`src/design/size_class_slab_allocator_macros.svh`:
```
// Assertion macros used by the allocator datapath.
`ifndef SIZE_CLASS_SLAB_ALLOCATOR_MACROS_SVH
`define SIZE_CLASS_SLAB_ALLOCATOR_MACROS_SVH
`ifndef SYNTHESIS
`define SCSA_ASSERT(lbl, clk, rst_n, prop) \
    lbl: assert property (@(posedge clk) disable iff (!rst_n) prop) \
        else $error("scsa assertion failed");
`define SCSA_NEVER(lbl, clk, rst_n, expr) \
    lbl: assert property (@(posedge clk) disable iff (!rst_n) !(expr)) \
        else $error("scsa forbidden condition");
`else
`define SCSA_ASSERT(lbl, clk, rst_n, prop)
`define SCSA_NEVER(lbl, clk, rst_n, expr)
`endif
`endif

```
`src/design/scsa_pkg.sv`:
```
package scsa_pkg;

    localparam int NUM_CLASSES    = 10;
    localparam int MIN_SHIFT      = 6;
    localparam int MIN_UNIT_BYTES = 1 << MIN_SHIFT;
    localparam int MAX_PAGES      = 8;
    localparam int UNITS_MAX      = 8192;
    localparam int SLOT_W         = 3;
    localparam int PTR_W          = 4;
    localparam int CLS_W          = 4;
    localparam int UNIT_W         = 13;
    localparam int TOP_W          = 14;
    localparam int CNT_W          = 13;
    localparam int UB_W           = 17;
    localparam int REQ_W          = 32;
    localparam int OFF_W          = 19;
    localparam int BYTES_W        = 16;
    localparam int LINK_AW        = SLOT_W + UNIT_W;
    localparam int LINK_DEPTH     = 1 << LINK_AW;
    localparam int MAX_UNIT_BYTES = MIN_UNIT_BYTES << (NUM_CLASSES - 1);

    localparam logic [PTR_W-1:0] NO_SLOT = '1;
    localparam logic [TOP_W-1:0] NO_UNIT = '1;

    typedef enum logic [1:0] {
        CMD_ALLOC   = 2'd0,
        CMD_FREE    = 2'd1,
        CMD_REALLOC = 2'd2,
        CMD_NOP     = 2'd3
    } op_t;

    typedef enum logic [1:0] {
        ST_OK        = 2'd0,
        ST_NO_PAGE   = 2'd1,
        ST_TOO_LARGE = 2'd2,
        ST_IGNORED   = 2'd3
    } status_t;

    typedef enum logic [1:0] {
        RES_ZERO,
        RES_GRANT,
        RES_KEEP,
        RES_MOVED
    } res_kind_t;

    typedef enum logic [3:0] {
        S_IDLE,
        S_DECODE,
        S_DISPATCH,
        S_WALK,
        S_OPEN_PAGE,
        S_POP,
        S_POP_WAIT,
        S_PUSH,
        S_FINISH
    } state_t;

    typedef struct packed {
        logic      load;
        logic      decode;
        logic      walk_start;
        logic      walk_step;
        logic      open_page;
        logic      pop;
        logic      pop_done;
        logic      push;
        logic      finish;
        status_t   fin_status;
        res_kind_t fin_kind;
    } ctl_cmd_t;

    typedef struct packed {
        op_t  op;
        logic too_large;
        logic chk_ok;
        logic keep;
        logic walk_live;
        logic walk_hit;
        logic pool_full;
        logic top_null;
        logic out_busy;
    } dp_stat_t;

    function automatic logic [UB_W-1:0] unit_bytes(input logic [CLS_W-1:0] c);
        return UB_W'(MIN_UNIT_BYTES) << c;
    endfunction

    function automatic logic [UNIT_W-1:0] units_of(input logic [CLS_W-1:0] c);
        logic [UNIT_W:0] t;
        t = (UNIT_W + 1)'(UNITS_MAX) >> c;
        return UNIT_W'(t - 1'b1);
    endfunction

    function automatic logic [CLS_W-1:0] class_of(input logic [REQ_W-1:0] req);
        logic [CLS_W-1:0] c;
        c = CLS_W'(NUM_CLASSES - 1);
        for (int i = NUM_CLASSES - 1; i >= 0; i--) begin
            if (req <= (REQ_W'(MIN_UNIT_BYTES) << i)) begin
                c = CLS_W'(i);
            end
        end
        return c;
    endfunction

    function automatic logic [OFF_W-1:0] offset_of(input logic [UNIT_W-1:0] u,
                                                   input logic [CLS_W-1:0] c);
        logic [31:0] t;
        t = 32'(u) + 32'd1;
        t = t << (MIN_SHIFT + 32'(c));
        return t[OFF_W-1:0];
    endfunction

endpackage

```
`src/design/scsa_ctrl.sv`:
```
module scsa_ctrl (
    input  logic               clk,
    input  logic               rst_n,
    input  logic               in_valid,
    output logic               in_ready,
    input  scsa_pkg::dp_stat_t stat,
    output scsa_pkg::ctl_cmd_t cmd
);
    import scsa_pkg::*;

    state_t    state_reg, state_next;
    status_t   res_st_reg, res_st_next;
    res_kind_t kind_reg, kind_next;

    always_ff @(posedge clk or negedge rst_n)
    begin
        if (!rst_n)
        begin
            state_reg  <= S_IDLE;
            res_st_reg <= ST_IGNORED;
            kind_reg   <= RES_ZERO;
        end
        else
        begin
            state_reg  <= state_next;
            res_st_reg <= res_st_next;
            kind_reg   <= kind_next;
        end
    end

    always_comb
    begin
        state_next     = state_reg;
        res_st_next    = res_st_reg;
        kind_next      = kind_reg;
        cmd            = '0;
        cmd.fin_status = res_st_reg;
        cmd.fin_kind   = kind_reg;
        in_ready       = 1'b0;
        case (state_reg)
            S_IDLE:
            begin
                in_ready = 1'b1;
                if (in_valid)
                begin
                    cmd.load   = 1'b1;
                    state_next = S_DECODE;
                end
            end
            S_DECODE:
            begin
                cmd.decode = 1'b1;
                state_next = S_DISPATCH;
            end
            S_DISPATCH:
            begin
                res_st_next = ST_IGNORED;
                kind_next   = RES_ZERO;
                state_next  = S_FINISH;
                case (stat.op)
                    CMD_ALLOC:
                    begin
                        if (stat.too_large)
                        begin
                            res_st_next = ST_TOO_LARGE;
                        end
                        else
                        begin
                            cmd.walk_start = 1'b1;
                            state_next     = S_WALK;
                        end
                    end
                    CMD_FREE:
                    begin
                        if (stat.chk_ok)
                        begin
                            res_st_next = ST_OK;
                            state_next  = S_PUSH;
                        end
                    end
                    CMD_REALLOC:
                    begin
                        if (stat.chk_ok)
                        begin
                            if (stat.keep)
                            begin
                                res_st_next = ST_OK;
                                kind_next   = RES_KEEP;
                            end
                            else if (stat.too_large)
                            begin
                                res_st_next = ST_TOO_LARGE;
                            end
                            else
                            begin
                                cmd.walk_start = 1'b1;
                                state_next     = S_WALK;
                            end
                        end
                    end
                    default:
                    begin
                        res_st_next = ST_IGNORED;
                    end
                endcase
            end
            S_WALK:
            begin
                if (stat.walk_live)
                begin
                    if (stat.walk_hit)
                    begin
                        state_next = S_POP;
                    end
                    else
                    begin
                        cmd.walk_step = 1'b1;
                    end
                end
                else if (stat.pool_full)
                begin
                    res_st_next = ST_NO_PAGE;
                    kind_next   = RES_ZERO;
                    state_next  = S_FINISH;
                end
                else
                begin
                    state_next = S_OPEN_PAGE;
                end
            end
            S_OPEN_PAGE:
            begin
                cmd.open_page = 1'b1;
                state_next    = S_POP;
            end
            S_POP, S_POP_WAIT:
            begin
                if (state_reg == S_POP)
                begin
                    cmd.pop = 1'b1;
                end
                else
                begin
                    cmd.pop_done = 1'b1;
                end
                if (state_reg == S_POP && !stat.top_null)
                begin
                    state_next = S_POP_WAIT;
                end
                else
                begin
                    res_st_next = ST_OK;
                    if (stat.op == CMD_REALLOC)
                    begin
                        kind_next  = RES_MOVED;
                        state_next = S_PUSH;
                    end
                    else
                    begin
                        kind_next  = RES_GRANT;
                        state_next = S_FINISH;
                    end
                end
            end
            S_PUSH:
            begin
                cmd.push   = 1'b1;
                state_next = S_FINISH;
            end
            S_FINISH:
            begin
                if (!stat.out_busy)
                begin
                    cmd.finish = 1'b1;
                    state_next = S_IDLE;
                end
            end
            default:
            begin
                state_next = S_IDLE;
            end
        endcase
    end

endmodule

```
`config.mk`:
```
export PLATFORM = sky130hd
export DESIGN_NAME = scsa_ctrl
export DESIGN_NICKNAME = d
export VERILOG_FILES = /design/src/design/size_class_slab_allocator_macros.svh /design/src/design/scsa_pkg.sv /design/src/design/scsa_ctrl.sv
export SDC_FILE = /design/constraint.sdc
export NUM_CORES = 1
export LEC_CHECK = 0
export ABC_AREA = 1
export ABC_CLOCK_PERIOD_IN_PS = 1290
export BUFFER_PORTS_ARGS = -buffer_cell sky130_fd_sc_hd__buf_4
export CORE_UTILIZATION = 42
export CTS_CLUSTER_DIAMETER = 50
export CTS_CLUSTER_SIZE = 12
export DETAILED_ROUTE_END_ITERATION = 7
export PLACE_DENSITY = 0.83
export SLEW_MARGIN = 20
export SYNTH_ARGS = -nofsm -noshare
export SYNTH_HDL_FRONTEND = slang
export SYNTH_SLANG_ARGS = --single-unit
```
`constraint.sdc`:
```
create_clock -name clk -period 1.29 [get_ports clk]
set_clock_uncertainty 0.15 [all_clocks]
set_input_delay 0.129 -clock clk [delete_from_list [all_inputs] [get_ports clk]]
set_output_delay 0.129 -clock clk [all_outputs]
set_load 0.02 [all_outputs]
```
==> summary.md <==
| Metric | Value |
|---|---|
| Final Worst Setup Slack | -0.326 ns |
| Mux cell area share after synthesis | 0% |
| Crit-path leading delay family | flip-flops |
| Worst r2r src | state_reg[1] |
| RSZ-0062 raised after global routing | yes |
| Core area | between 1500 and 2000 sq um |
| Static Leakage | 0.697 nW |
| Failing checks | setup timing |
| Setup crit end kind | output port |
| Kind of critical path | flop to output port |
| Multi-input gate area | 504 sq um |
| Worst slew pin tran | slightly above 0.2 ns |
| Met1 usage | 34.1% |
| WL final | 2760 microns |
| Max transition margin | 86.5% |
| Syn_nets | between 100 and 150 |
| ANT cells | 0 |
| Met3 Usage GRT | under 10% |
| Max VDD drop | between 1 and 1.5 mV |
| Die Width | about 43 microns |
| Synth Area per Inst | 5.92 sq um |
| Power, Total | around 2.7 mW |
| Post-synthesis to final-layout area growth | 82.3% |
| Final Net Count | between 150 and 200 |
| Slew Viols, Final | 0 |
| Gate count after technology mapping | 117 |
| Largest family of logic cells by synthesized area | simple AND/OR/NAND/NOR gates |
| Synth area leaders | nand2_1 23%, dfrtp_1 22%, inv_1 10% |
| CTS tree | done |
| Die area | between 1500 and 2000 sq um |
| Worst-path fanout max | 4 |
| Synth Area in Adders | 0% |
| Vias in the first global route | about 950 |
| Sequential cell area | a little over 200 sq um |
| Worst min path class | primary input to asynchronous set/reset pin |
| Max Clock Freq | slightly above 0.6 GHz |
| Crit path largest cell delay | 0.44 ns |
| HPWL Detailed | around 1700 microns |
| Slowest-stage cell, CP | dfrtp_2 |
| Met2 Use GR | 52.7% |
| #FFs+latches synth | 8 |
| Layout fillers | just over 90 |
| Final setup vio count | 18 |
| Crit. path cell count | 6 |
| Gp weighted congestion | between 0.9 and 1 |
| Pre-CTS WS | -0.174 ns |
| Cell mode on critical path | inv_2 |
| First-pass GRT wire length | around 4100 microns |
| Commonest non-fill, non-tap cells in the layout | 38 x nand2_1, 32 x buf_4, 15 x buf_6 |
| WL per Instance | about 15 microns |
| Die H | approximately 43 microns |
| Reg clk slew, reported paths | 0.06 ns |
| Compound-Gate Fraction of Synth Area | 5.05% |
| DRT antenna net count | 0 |
| Sequential area share after synthesis | between 20% and 30% |
| CTS Buf Count | 3 |
| Tcrit/Tclk final | 125% |
| Crit-path cells | inv_2 > nor2_4 > buf_4 > nand2_1 > inv_2 > buf_6 |
| Final hold vios | 0 |
| Crit path launch | state_reg[0] |
| Initial cell density of the core | between 40% and 50% |
| GR peak layer | met2 |
| Ys Warns | 0 |
| GR Util All Layers | just under 30% |
| Final min period | 1.62 ns |
| Vias per inst | around 5.5 |
| Max Cap Viol | 0 |
| Flop-to-flop setup slack | -0.32 ns |
| Remaining DRCs | 0 |
| Grt total ovfl | 0 |
| Root Driver | clkbuf_4 |
| Iteration-0 DRC Markers | 64 |
| Status | finished, violations left |
| I/O Pins | 27 |
| Port Buffers | 26 |
| Crit start category | flop |
| Distinct cell type count after synthesis | 19 |
| Worst-skew pair later-pin latency | about 0.27 ns |
| Initial antenna violation count | 0 |
| Pre-antenna DRT Iters | 5 |
| CP bufs+invs | 4 |
| Most common cell after layout, fill and taps aside | nand2_1 |
| FP Rows | 14 |
| Layout cells sized above 1 | 55.0% |
| WP data arrival | between 1 and 1.5 ns |
| Post-Synth XOR/XNOR Area | 0% |
| Post-Syn Area | 693 sq um |
| Top-area cell type share of the netlist area | between 20% and 30% |
| H-tree levels | 1 |
| FF-to-FF path depth | 8 |
| Synth area leader | nand2_1 |
| Vias | slightly above 1k |
| Clk sink count | 8 |
| Setup crit end | cmd[11] |
| Reg-to-Reg End | kind_reg[1] |
| Clock buffer depth | 2 |
| P per Cell Area | 2130 nW/um^2 |
| Max reg flops | 4 |
| Req. time, crit path | just over 1 ns |
| Post-Synth Simple-Gate Area | 53.8% |
| Largest net degree at the start of global routing | 9 |
synth_stat cells:
| library cell | n |
|---|---|
| a21oi_1 | 1 |
| a31oi_1 | 1 |
| dfrtp_1 | 6 |
| dfstp_2 | 2 |
| inv_1 | 19 |
| inv_2 | 3 |
| nand2_1 | 43 |
| nand2_2 | 2 |
| nand2_4 | 1 |
| nand3_1 | 8 |
| nand3_2 | 2 |
| nand4_1 | 5 |
| nor2_1 | 13 |
| nor2_2 | 4 |
| nor2_4 | 1 |
| nor3_1 | 1 |
| nor4_1 | 1 |
| o21ai_0 | 3 |
| o21ai_2 | 1 |
where the power goes:
group | internal, mW | switching, mW | leakage [nW]
logic | 0.866 | 1.08 | 0.586
registers | 0.396 | 0.128 | 0.0966
clock network | 0.119 | 0.0981 | 0.0150
total | 1.38 | 1.31 | 0.697
worst min path at each step:
stage                     start           end  slack (ns)  cells after the start
final                     rst_n  state_reg[0]        0.10                      2
after global routing      rst_n  state_reg[2]        0.10                      2
after CTS                 rst_n  state_reg[2]        0.09                      2
after detailed placement  rst_n  state_reg[3]       -0.20                      1
after global placement    rst_n  state_reg[2]       -0.20                      1
after floorplan           rst_n   kind_reg[0]       -0.32                      0
routing by layer:
metal / share of wire [%] / routed length [microns]
met5: 0 / 0
met4: 4.0 / 111
met3: 7.8 / 216
met2: 55 / 1510
met1: 34 / 926
kinds of logic (layout without fill, tap and decap cells):
kind of cell | count (synthesis) | after routing
AOI/OAI and AO/OA | 6 | 6
buffers and inverters | 22 | 74
DFF | 8 | 8
and+or+nand+nor | 81 | 81
area by class of cell:
cell class | count | share of cell area (%)
Inverter | 22 | 6.93
Timing Repair Buffer | 48 | 33.2
Sequential cell | 8 | 16.3
Clock buffer | 4 | 2.08
Multi-Input combinational cell | 87 | 39.9
Tap cell | 16 | 1.58
per-stage QoR:
stage                     instances  utilization (%)  instance area, sq um  TNS, ns  hold WS (ns)
final                           185             82.9                  1260    -4.49         0.104
after global routing            185             82.9                  1260    -5.57         0.103
after CTS                       181             76.9                  1170    -3.23        0.0914
after detailed placement        171             67.5                  1030   -0.928        -0.197
after global placement          171             67.5                  1030   -0.558        -0.201
after floorplan                 117                -                   723   -0.126        -0.317
timing repair:
action / CTS / global route
pin swaps: 2 / 3
endpoints found under the setup margin: 18 / 18
gates cloned: 0 / 0
setup buffers: 5 / 4
hold endpoints to repair: 8 / 0
gates resized for setup: 27 / 17
hold buffers: 1 / 0
No activity file was read; power rests on OpenSTA's default activity.
